--- src/battery_pack_monitor_defines.svh ---
// ---------------------------------------------------------------------------
// battery_pack_monitor_defines
// Assertion macros used by the battery pack monitor top level.
// ---------------------------------------------------------------------------
`ifndef BATTERY_PACK_MONITOR_DEFINES_SVH
`define BATTERY_PACK_MONITOR_DEFINES_SVH

// Same-cycle implication, disabled during reset.
`define BPM_ASSERT_NOW(label, ante, cons, msg) \
  label: assert property (@(posedge clk) disable iff (rst) (ante) |-> (cons)) \
    else $error(msg);

// Next-cycle implication, disabled during reset.
`define BPM_ASSERT_NEXT(label, ante, cons, msg) \
  label: assert property (@(posedge clk) disable iff (rst) (ante) |=> (cons)) \
    else $error(msg);

`endif

--- src/bpm_pkg.sv ---
// ---------------------------------------------------------------------------
// bpm_pkg
// Shared constants, types and tap gains of the battery pack monitor.
// ---------------------------------------------------------------------------
package bpm_pkg;

  localparam int NUM_BATTERIES_DEF = 3;
  localparam int SENSORS_DEF       = 2;

  localparam int NUM_TAPS  = 6;
  localparam int RAW_W     = 12;
  localparam int GAIN_W    = 19;
  localparam int MV_W      = 15;
  localparam int CELL_W    = 16;
  localparam int TEMP_W    = 9;
  localparam int WEIGHT_W  = 9;
  localparam int LIMIT_W   = 15;
  localparam int BATT_W    = 2;
  localparam int ALARM_W   = 2;
  localparam int CFG_IDX_W = 2;

  localparam int IN_DATA_W  = 96;
  localparam int OUT_DATA_W = 136;

  // Q16 gains: round(65536 * 5000 * cal / 4095).
  localparam logic [GAIN_W-1:0] TAP_GAIN_Q16 [NUM_TAPS] = '{
    19'd160039, 19'd160039, 19'd240059, 19'd320078, 19'd401698, 19'd479317
  };

  localparam logic [LIMIT_W-1:0]  SPREAD_LIMIT_RST = 15'd500;
  localparam logic [TEMP_W-1:0]   TEMP_HIGH_RST    = 9'd60;
  localparam logic [TEMP_W-1:0]   TEMP_LOW_RST     = 9'd0;
  localparam logic [WEIGHT_W-1:0] WEIGHT_RST       = 9'd128;
  localparam logic [WEIGHT_W-1:0] WEIGHT_ONE       = 9'd256;

  localparam int ALARM_TEMP_BIT      = 0;
  localparam int ALARM_IMBALANCE_BIT = 1;

  typedef enum logic [CFG_IDX_W-1:0] {
    CFG_SPREAD_LIMIT = 2'd0,
    CFG_TEMP_HIGH    = 2'd1,
    CFG_TEMP_LOW     = 2'd2,
    CFG_AVG_WEIGHT   = 2'd3
  } cfg_reg_e;

  typedef struct packed {
    logic batt_ok;
    logic eop;
    logic temp_alarm;
  } stage_ctrl_t;

endpackage

--- src/bpm_tap_lane.sv ---
// ---------------------------------------------------------------------------
// bpm_tap_lane
// One tap scaling lane: raw reading times Q16 gain, rounded, registered.
// ---------------------------------------------------------------------------
module bpm_tap_lane
  import bpm_pkg::*;
(
  input  logic              clk,
  input  logic              en,
  input  logic [RAW_W-1:0]  raw,
  input  logic [GAIN_W-1:0] gain,
  output logic [MV_W-1:0]   mv
);

  logic [31:0] product;
  logic [31:0] rounded;

  assign product = 32'(raw) * 32'(gain);
  assign rounded = product + 32'd32768;

  always_ff @(posedge clk) begin
    if (en) begin
      mv <= rounded[16 +: MV_W];
    end
  end

endmodule

--- src/bpm_temp_lane.sv ---
// ---------------------------------------------------------------------------
// bpm_temp_lane
// One thermistor lane: per-battery Q8 exponential average and range check.
// ---------------------------------------------------------------------------
module bpm_temp_lane
  import bpm_pkg::*;
#(
  parameter int NUM_BATTERIES = NUM_BATTERIES_DEF
)(
  input  logic                     clk,
  input  logic                     rst,
  input  logic                     upd,
  input  logic [NUM_BATTERIES-1:0] hit,
  input  logic                     seeded,
  input  logic [WEIGHT_W-1:0]      weight,
  input  logic signed [TEMP_W-1:0] sample,
  input  logic signed [TEMP_W-1:0] high_limit,
  input  logic signed [TEMP_W-1:0] low_limit,
  output logic signed [TEMP_W-1:0] avg_new,
  output logic                     out_of_range
);

  logic signed [TEMP_W-1:0] avg_store [NUM_BATTERIES];
  logic signed [TEMP_W-1:0] avg_old;
  logic [WEIGHT_W-1:0]      weight_new;
  logic signed [18:0]       prod_old;
  logic signed [18:0]       prod_new;
  logic signed [19:0]       sum;
  logic signed [19:0]       sum_adj;
  logic signed [19:0]       quot;

  always_comb begin
    avg_old = '0;
    for (int b = 0; b < NUM_BATTERIES; b++) begin
      if (hit[b]) begin
        avg_old = avg_old | avg_store[b];
      end
    end
  end

  assign weight_new = WEIGHT_ONE - weight;
  assign prod_old   = $signed({1'b0, weight}) * avg_old;
  assign prod_new   = $signed({1'b0, weight_new}) * sample;
  assign sum        = {prod_old[18], prod_old} + {prod_new[18], prod_new};
  // Round toward zero on the divide by 256.
  assign sum_adj    = sum[19] ? (sum + 20'sd255) : sum;
  assign quot       = sum_adj >>> 8;
  assign avg_new    = seeded ? quot[TEMP_W-1:0] : sample;
  assign out_of_range = (avg_new > high_limit) || (avg_new < low_limit);

  always_ff @(posedge clk) begin
    if (rst) begin
      for (int b = 0; b < NUM_BATTERIES; b++) begin
        avg_store[b] <= '0;
      end
    end else if (upd) begin
      for (int b = 0; b < NUM_BATTERIES; b++) begin
        if (hit[b]) begin
          avg_store[b] <= avg_new;
        end
      end
    end
  end

endmodule

--- src/bpm_merge.sv ---
// ---------------------------------------------------------------------------
// bpm_merge
// Merge stage: cell differences, spread check, pending and latched alarms.
// ---------------------------------------------------------------------------
module bpm_merge
  import bpm_pkg::*;
(
  input  logic                     clk,
  input  logic                     rst,
  input  logic                     load,
  input  stage_ctrl_t              ctrl,
  input  logic [MV_W-1:0]          tap_mv [NUM_TAPS],
  input  logic [LIMIT_W-1:0]       spread_limit,
  output logic signed [CELL_W-1:0] cell_mv [NUM_TAPS],
  output logic [ALARM_W-1:0]       alarm_next
);

  logic [ALARM_W-1:0]       pending;
  logic [ALARM_W-1:0]       latch;
  logic [ALARM_W-1:0]       pending_next;
  logic [ALARM_W-1:0]       pending_upd;
  logic signed [CELL_W-1:0] cell_lo;
  logic signed [CELL_W-1:0] cell_hi;
  logic signed [CELL_W:0]   spread;
  logic                     imbalance;

  always_comb begin
    cell_mv[0] = $signed({1'b0, tap_mv[0]});
    for (int k = 1; k < NUM_TAPS; k++) begin
      cell_mv[k] = $signed({1'b0, tap_mv[k]}) - $signed({1'b0, tap_mv[k-1]});
    end
  end

  always_comb begin
    cell_lo = cell_mv[0];
    cell_hi = cell_mv[0];
    for (int k = 1; k < NUM_TAPS; k++) begin
      if (cell_mv[k] < cell_lo) cell_lo = cell_mv[k];
      if (cell_mv[k] > cell_hi) cell_hi = cell_mv[k];
    end
  end

  assign spread    = {cell_hi[CELL_W-1], cell_hi} - {cell_lo[CELL_W-1], cell_lo};
  assign imbalance = ctrl.batt_ok && (spread > $signed({2'b00, spread_limit}));

  always_comb begin
    pending_upd = pending;
    pending_upd[ALARM_IMBALANCE_BIT] = pending[ALARM_IMBALANCE_BIT] | imbalance;
    pending_upd[ALARM_TEMP_BIT]      = pending[ALARM_TEMP_BIT] | ctrl.temp_alarm;
    if (ctrl.eop) begin
      // Imbalance stays latched once raised, and then so does temperature; else the word follows the pass.
      alarm_next   = latch[ALARM_IMBALANCE_BIT] ? (latch | pending_upd) : pending_upd;
      pending_next = '0;
    end else begin
      alarm_next   = latch;
      pending_next = pending_upd;
    end
  end

  always_ff @(posedge clk) begin
    if (rst) begin
      pending <= '0;
      latch   <= '0;
    end else if (load) begin
      pending <= pending_next;
      latch   <= alarm_next;
    end
  end

endmodule

--- src/battery_pack_monitor.sv ---
// ---------------------------------------------------------------------------
// battery_pack_monitor
// Per-battery cell voltage, pack voltage and temperature average monitor.
// ---------------------------------------------------------------------------
//
// Channel  Dir  Handshake          Contents
// s_*      in   s_tvalid/s_tready  one battery's taps and temperatures, tlast = end of pass
// m_*      out  m_tvalid/m_tready  cell and pack voltages, averages, alarm word
// cfg_*    in   cfg_we             register writes, no read-back
//
// One request per cycle sustained while the sink keeps m_tready high. A
// request passes the stage register, then the output register, to m_tvalid. Six
// tap lanes multiply in parallel into the stage register and the
// temperature lanes update their averages at acceptance; the merge stage forms
// the cells, the min/max spread and the alarm word into the output register.
// Reset (rst, synchronous) empties both stages and clears averages, seeded
// flags and alarms. When m_tready is low the output register holds, and the
// stage register still takes one more request.
//
module battery_pack_monitor
  import bpm_pkg::*;
#(
  parameter int NUM_BATTERIES       = NUM_BATTERIES_DEF,
  parameter int SENSORS_PER_BATTERY = SENSORS_DEF
)(
  input  logic                  clk,
  input  logic                  rst,
  // s_tdata: battery_index[1:0], tap0_raw..tap5_raw[73:2] (12 bits each),
  //          temp_a_now[82:74], temp_b_now[91:83], zero[95:92]
  input  logic                  s_tvalid,
  output logic                  s_tready,
  input  logic [IN_DATA_W-1:0]  s_tdata,
  input  logic                  s_tlast,
  // m_tdata: battery_out[1:0], cell0_mv..cell5_mv[97:2] (16 bits each),
  //          pack_mv[112:98], temp_a_avg[121:113], temp_b_avg[130:122],
  //          alarm_word[132:131], zero[135:133]
  output logic                  m_tvalid,
  input  logic                  m_tready,
  output logic [OUT_DATA_W-1:0] m_tdata,
  input  logic                  cfg_we,
  input  logic [CFG_IDX_W-1:0]  cfg_index,
  input  logic [LIMIT_W-1:0]    cfg_data
);

`include "battery_pack_monitor_defines.svh"

  // Configuration registers.
  logic [LIMIT_W-1:0]       spread_limit;
  logic signed [TEMP_W-1:0] temp_high;
  logic signed [TEMP_W-1:0] temp_low;
  logic [WEIGHT_W-1:0]      avg_weight;
  logic [WEIGHT_W-1:0]      weight_eff;

  // Handshake.
  logic s_accept;
  logic s1_valid;
  logic s2_load;
  logic out_valid;

  // Input side.
  logic [BATT_W-1:0]        in_batt;
  logic signed [TEMP_W-1:0] in_temp [2];
  logic [NUM_BATTERIES-1:0] hit;
  logic                     batt_ok;
  logic [NUM_BATTERIES-1:0] seeded;
  logic                     seeded_hit;
  logic signed [TEMP_W-1:0] lane_avg [2];
  logic [1:0]               lane_oor;
  logic signed [TEMP_W-1:0] avg_sel [2];
  logic                     temp_alarm;

  // Stage register.
  logic [BATT_W-1:0]        s1_batt;
  logic signed [TEMP_W-1:0] s1_avg [2];
  stage_ctrl_t              s1_ctrl;
  logic [MV_W-1:0]          tap_mv [NUM_TAPS];

  // Merge results and output register.
  logic signed [CELL_W-1:0] cell_mv [NUM_TAPS];
  logic [ALARM_W-1:0]       alarm_next;
  logic [BATT_W-1:0]        out_batt;
  logic signed [CELL_W-1:0] out_cell [NUM_TAPS];
  logic [MV_W-1:0]          out_pack;
  logic signed [TEMP_W-1:0] out_avg [2];
  logic [ALARM_W-1:0]       out_alarm;

  // ---- configuration port ----
  always_ff @(posedge clk) begin
    if (rst) begin
      spread_limit <= SPREAD_LIMIT_RST;
      temp_high    <= TEMP_HIGH_RST;
      temp_low     <= TEMP_LOW_RST;
      avg_weight   <= WEIGHT_RST;
    end else if (cfg_we) begin
      unique case (cfg_reg_e'(cfg_index))
        CFG_SPREAD_LIMIT: spread_limit <= cfg_data;
        CFG_TEMP_HIGH:    temp_high    <= cfg_data[TEMP_W-1:0];
        CFG_TEMP_LOW:     temp_low     <= cfg_data[TEMP_W-1:0];
        CFG_AVG_WEIGHT:   avg_weight   <= cfg_data[WEIGHT_W-1:0];
      endcase
    end
  end

  // Any weight at or above one full step freezes the average.
  assign weight_eff = avg_weight[WEIGHT_W-1] ? WEIGHT_ONE : avg_weight;

  // ---- handshake: stage register, then output register ----
  assign s2_load  = s1_valid && (!out_valid || m_tready);
  assign s_tready = !s1_valid || s2_load;
  assign s_accept = s_tvalid && s_tready;
  assign m_tvalid = out_valid;

  always_ff @(posedge clk) begin
    if (rst) begin
      s1_valid  <= 1'b0;
      out_valid <= 1'b0;
    end else begin
      if (s_accept) begin
        s1_valid <= 1'b1;
      end else if (s2_load) begin
        s1_valid <= 1'b0;
      end
      if (s2_load) begin
        out_valid <= 1'b1;
      end else if (m_tready) begin
        out_valid <= 1'b0;
      end
    end
  end

  // ---- input decode ----
  assign in_batt    = s_tdata[BATT_W-1:0];
  assign in_temp[0] = $signed(s_tdata[74 +: TEMP_W]);
  assign in_temp[1] = $signed(s_tdata[83 +: TEMP_W]);

  always_comb begin
    for (int b = 0; b < NUM_BATTERIES; b++) begin
      hit[b] = (int'(in_batt) == b);
    end
  end

  // Out-of-range battery numbers touch no average or seeded state and raise nothing.
  assign batt_ok    = |hit;
  assign seeded_hit = |(seeded & hit);

  always_ff @(posedge clk) begin
    if (rst) begin
      seeded <= '0;
    end else if (s_accept && batt_ok) begin
      seeded <= seeded | hit;
    end
  end

  // ---- tap lanes ----
  for (genvar k = 0; k < NUM_TAPS; k++) begin : g_tap
    bpm_tap_lane u_lane (
      .clk  (clk),
      .en   (s_accept),
      .raw  (s_tdata[BATT_W + RAW_W*k +: RAW_W]),
      .gain (TAP_GAIN_Q16[k]),
      .mv   (tap_mv[k])
    );
  end

  // ---- temperature lanes ----
  for (genvar s = 0; s < 2; s++) begin : g_temp
    if (s < SENSORS_PER_BATTERY) begin : g_on
      bpm_temp_lane #(
        .NUM_BATTERIES (NUM_BATTERIES)
      ) u_lane (
        .clk          (clk),
        .rst          (rst),
        .upd          (s_accept && batt_ok),
        .hit          (hit),
        .seeded       (seeded_hit),
        .weight       (weight_eff),
        .sample       (in_temp[s]),
        .high_limit   (temp_high),
        .low_limit    (temp_low),
        .avg_new      (lane_avg[s]),
        .out_of_range (lane_oor[s])
      );
      assign avg_sel[s] = batt_ok ? lane_avg[s] : in_temp[s];
    end else begin : g_off
      // Untracked sensor: report zero, raise nothing.
      assign lane_avg[s] = '0;
      assign lane_oor[s] = 1'b0;
      assign avg_sel[s]  = '0;
    end
  end

  assign temp_alarm = batt_ok && (|lane_oor);

  // ---- stage register payload ----
  always_ff @(posedge clk) begin
    if (s_accept) begin
      s1_batt            <= in_batt;
      s1_avg[0]          <= avg_sel[0];
      s1_avg[1]          <= avg_sel[1];
      s1_ctrl.batt_ok    <= batt_ok;
      s1_ctrl.eop        <= s_tlast;
      s1_ctrl.temp_alarm <= temp_alarm;
    end
  end

  // ---- merge stage ----
  bpm_merge u_merge (
    .clk          (clk),
    .rst          (rst),
    .load         (s2_load),
    .ctrl         (s1_ctrl),
    .tap_mv       (tap_mv),
    .spread_limit (spread_limit),
    .cell_mv      (cell_mv),
    .alarm_next   (alarm_next)
  );

  // ---- output register ----
  always_ff @(posedge clk) begin
    if (s2_load) begin
      out_batt   <= s1_batt;
      out_cell   <= cell_mv;
      out_pack   <= tap_mv[NUM_TAPS-1];
      out_avg[0] <= s1_avg[0];
      out_avg[1] <= s1_avg[1];
    end
  end

  always_ff @(posedge clk) begin
    if (rst) begin
      out_alarm <= '0;
    end else if (s2_load) begin
      out_alarm <= alarm_next;
    end
  end

  assign m_tdata = {3'b000, out_alarm, out_avg[1], out_avg[0], out_pack,
                    out_cell[5], out_cell[4], out_cell[3],
                    out_cell[2], out_cell[1], out_cell[0], out_batt};

  // ---- assertions ----
  `BPM_ASSERT_NEXT(a_stage_hold, s1_valid && !s2_load, s1_valid, "stage request dropped while stalled")
  `BPM_ASSERT_NOW(a_imbalance_sticky, s2_load && out_alarm[ALARM_IMBALANCE_BIT], alarm_next[ALARM_IMBALANCE_BIT], "imbalance alarm cleared")
  `BPM_ASSERT_NOW(a_bad_batt_quiet, s1_valid && !s1_ctrl.batt_ok, !s1_ctrl.temp_alarm, "alarm from unknown battery")

endmodule

--- config.mk ---
export PLATFORM = sky130hd
export DESIGN_NAME = battery_pack_monitor
export DESIGN_NICKNAME = d
export VERILOG_FILES = /design/src/bpm_pkg.sv /design/src/bpm_tap_lane.sv /design/src/bpm_temp_lane.sv /design/src/bpm_merge.sv /design/src/battery_pack_monitor.sv
export VERILOG_INCLUDE_DIRS = /design/src /design/src/src
export SDC_FILE = /design/constraint.sdc
export NUM_CORES = 2
export LEC_CHECK = 0
export ABC_AREA = 1
export BUFFER_PORTS_ARGS = -buffer_cell sky130_fd_sc_hd__buf_4
export CORE_AREA = 2 2 331 267
export CTS_CLUSTER_SIZE = 12
export DETAILED_ROUTE_END_ITERATION = 7
export DIE_AREA = 0 0 333 269
export PLACE_DENSITY = 0.75
export SYNTH_ARGS = -nofsm -noshare
export SYNTH_HDL_FRONTEND = slang
export SYNTH_SLANG_ARGS = --single-unit
--- constraint.sdc ---
create_clock -name clk -period 19.71 [get_ports clk]
set_input_delay 0.9855 -clock clk [delete_from_list [all_inputs] [get_ports clk]]
set_output_delay 0.9855 -clock clk [all_outputs]
set_load 0.05 [all_outputs]
==> run metrics <==
Routed Antenna Nets=0; Hold Buf Count CTS=0; drc violations=0; Detail Placement HPWL=109000 microns; RR Startpoint=g_tap[0].u_lane.mv[0]; vias in the first global route=39400; worst hold start=s1_avg[0][2]; clk buf depth=3; Cell variety after synth=54; antenna violations before repair=5; grt ovf=0; R2R cell count=91; CP required=20.19 ns; worst-skew pair later-pin latency=0.60 ns; Die Width=333 microns; drt pass-1 iters=8; final worst path period share=0.917; Cells after Synth=5725; CP arrival=18.55 ns; final layout net count=7647; CP endpoint kind=flop; Hold Fails Final Rpt=0; most frequent cells in the layout=inv_1 (1309), ha_1 (1022), nand2_1 (927), fa_1 (554), a21oi_1 (299); R2R Path End=u_merge.latch[1]; Tot GR Track Use=0.297; actual slew at the worst max-slew pin=1.28 ns; core area=0.0867 sq mm; num rows=97; Fin Clk Skew=0.0242 ns; status=complete, no violations; largest net degree at the start of global routing=71; crit-path max FO=32; I/O pin cnt=257; relative slew slack=0.136; initial core utilization=0.593; Hold Crit Depth=0; final worst slack=1.64 ns; register area share after synthesis=0.194; Layout area overhead=8.71%; clock sink count=348; critical setup path kind=reg2reg; end of the worst hold path=out_avg[0][2]; Slew Viols, Final=0; clock root buffer=clkbuf_16; most common cell after layout, fill and taps aside=inv_1; routed len/inst=18.3 microns; #FFs+latches synth=348; max-cap violations=0; Post-synth EDFFs=297; maximum clock frequency=0.0553 GHz; slowest stage cell, crit path=ha_1; Die ar.=0.0896 sq mm; # setup viols final=0; Hold Path Class=reg2reg; Final Util=0.644; CTS tree=built; Period minus WS final=18.07 ns; worst stage delay on the critical path=0.76 ns; Place WS=1.68 ns; port bufs=248; DRT iter0 DRCs=2966; CTS clk-pin slew, worst paths=0.06 ns; Sum Neg Setup Slack=0 ns; ys flop type=edfxtp_1; height of the die=269 microns; Via density=5.45; vias=38800; Cell Area, Synth=0.0514 sq mm; drt total wl=130000 microns; share of cells above drive strength 1=0.0653; Post-synth ARST share=0; first-pass GRT wire length=209000 microns; routability cong.=0.947; mean area per synthesized cell=8.97 sq um; # fillers=7194; CP dominant cell by count=nand2_1; H-tree Lvls=2; Worst R2R Setup Slack=1.64 ns; yosys warns=0; Num CTS Buffers=43; RSZ-0062 raised after global routing=no; crit start category=flop
## flip-flops by register name, summed over array words and instances (netlist names), 3 cells and up
name and count:
s1_ctrl 3, temp_low 9, out_avg 18, g_temp.g_on.u_lane.avg_store 54, s1_avg 18, spread_limit 15, out_pack 15, m_tdata 95
g_tap.u_lane.mv 90, seeded 3, temp_high 9, avg_weight 9
## area by class of cell
cell class / count / area (sq um) / share of cell area
clock buffer: 56 / 1180 / 0.0211
sequential: 348 / 9940 / 0.178
antenna: 4 / 10.0 / 0.000179
clock inverter: 22 / 176 / 0.00316
tap: 1138 / 1420 / 0.0255
multi-input combinational: 3972 / 36100 / 0.647
inverter: 1318 / 4950 / 0.0888
timing repair buffer: 269 / 2020 / 0.0362
## logic make-up (layout without fill, tap and decap cells)
kind of cell / after synthesis / in the layout / synth area share
XOR/XNOR: 270 / 270 / 0.0460
buffers and inverters: 1408 / 1665 / 0.104
other: 1 / 8 / 0.0000730
flip-flops: 348 / 348 / 0.194
AO/OA/AOI/OAI: 653 / 653 / 0.0711
AND/OR/NAND/NOR: 1469 / 1469 / 0.121
adder cells (fa/ha/maj): 1576 / 1576 / 0.465
## Yosys cell counts (7+ instances only)
library cell | instances | area share
nand4_1 | 46 | 0.0056
or2_2 | 12 | 0.0015
o21bai_1 | 45 | 0.0066
edfxtp_1 | 297 | 0.17
fa_1 | 554 | 0.22
a21oi_1 | 299 | 0.029
buf_1 | 11 | 0.00080
dfxtp_1 | 51 | 0.020
a31oi_1 | 9 | 0.0011
o21ai_0 | 208 | 0.020
nand2_1 | 928 | 0.068
nor3_1 | 23 | 0.0022
clkbuf_1 | 68 | 0.0050
nand3b_1 | 9 | 0.0013
xor2_1 | 182 | 0.031
a21o_1 | 12 | 0.0018
xnor2_1 | 88 | 0.015
nand2_2 | 21 | 0.0026
o31ai_1 | 10 | 0.0015
nor2_1 | 184 | 0.013
o21a_1 | 8 | 0.0012
a211oi_1 | 21 | 0.0031
o211ai_1 | 15 | 0.0022
and2_1 | 18 | 0.0022
ha_1 | 1022 | 0.25
and3_1 | 7 | 0.00085
inv_1 | 1311 | 0.096
nand3_1 | 198 | 0.019
## worst max path at each step
stage / startpoint / endpoint / slack [ns]
after CTS: g_tap[0].u_lane.mv[0] / u_merge.latch[1] / 1.61
final: g_tap[0].u_lane.mv[0] / u_merge.latch[1] / 1.64
after detailed placement: g_tap[0].u_lane.mv[0] / u_merge.latch[1] / 1.68
after floorplan: g_tap[0].u_lane.mv[0] / u_merge.latch[1] / 5.08
after global routing: g_tap[0].u_lane.mv[0] / u_merge.latch[1] / 0.10
after global placement: g_tap[0].u_lane.mv[0] / u_merge.latch[1] / 1.97
## critical path: cells and delay by family, from the launching register on
kind / cells / cell delay [ns]
buffers and inverters: 6 / 0.70
DFF: 1 / 0.52
xor gates and xnor gates: 2 / 0.47
AOI/OAI and AO/OA: 38 / 8.08
adders and majority gates: 11 / 3.68
and+or+nand+nor: 34 / 4.44
## through the flow
step,instances,hold WS [ns],cell area (sq um)
finish,7127,0.420,55800
global route,7127,0.420,55800
CTS,7120,0.418,55800
detailed placement,7042,0.405,54400
global placement,7042,0.403,54400
floorplan,5728,0.400,51400
## metal layers
layer | share of wire | GRT usage | vias to the layer above
li1 | - | - | 18700
met1 | 0.46 | 0.435 | 18600
met2 | 0.43 | 0.460 | 1270
met5 | 0 | 0 | -
met3 | 0.078 | 0.0482 | 174
met4 | 0.026 | 0.0728 | 0
## repair_timing
action                     in CTS  in global routing
buffers inserted                0                  3
setup endpoints to repair       0                  2
gates resized for setup         0                  2
Power is left out: the tool's default activity adds up to more than one toggle a clock period on the data nets, which glitch-free logic cannot reach.
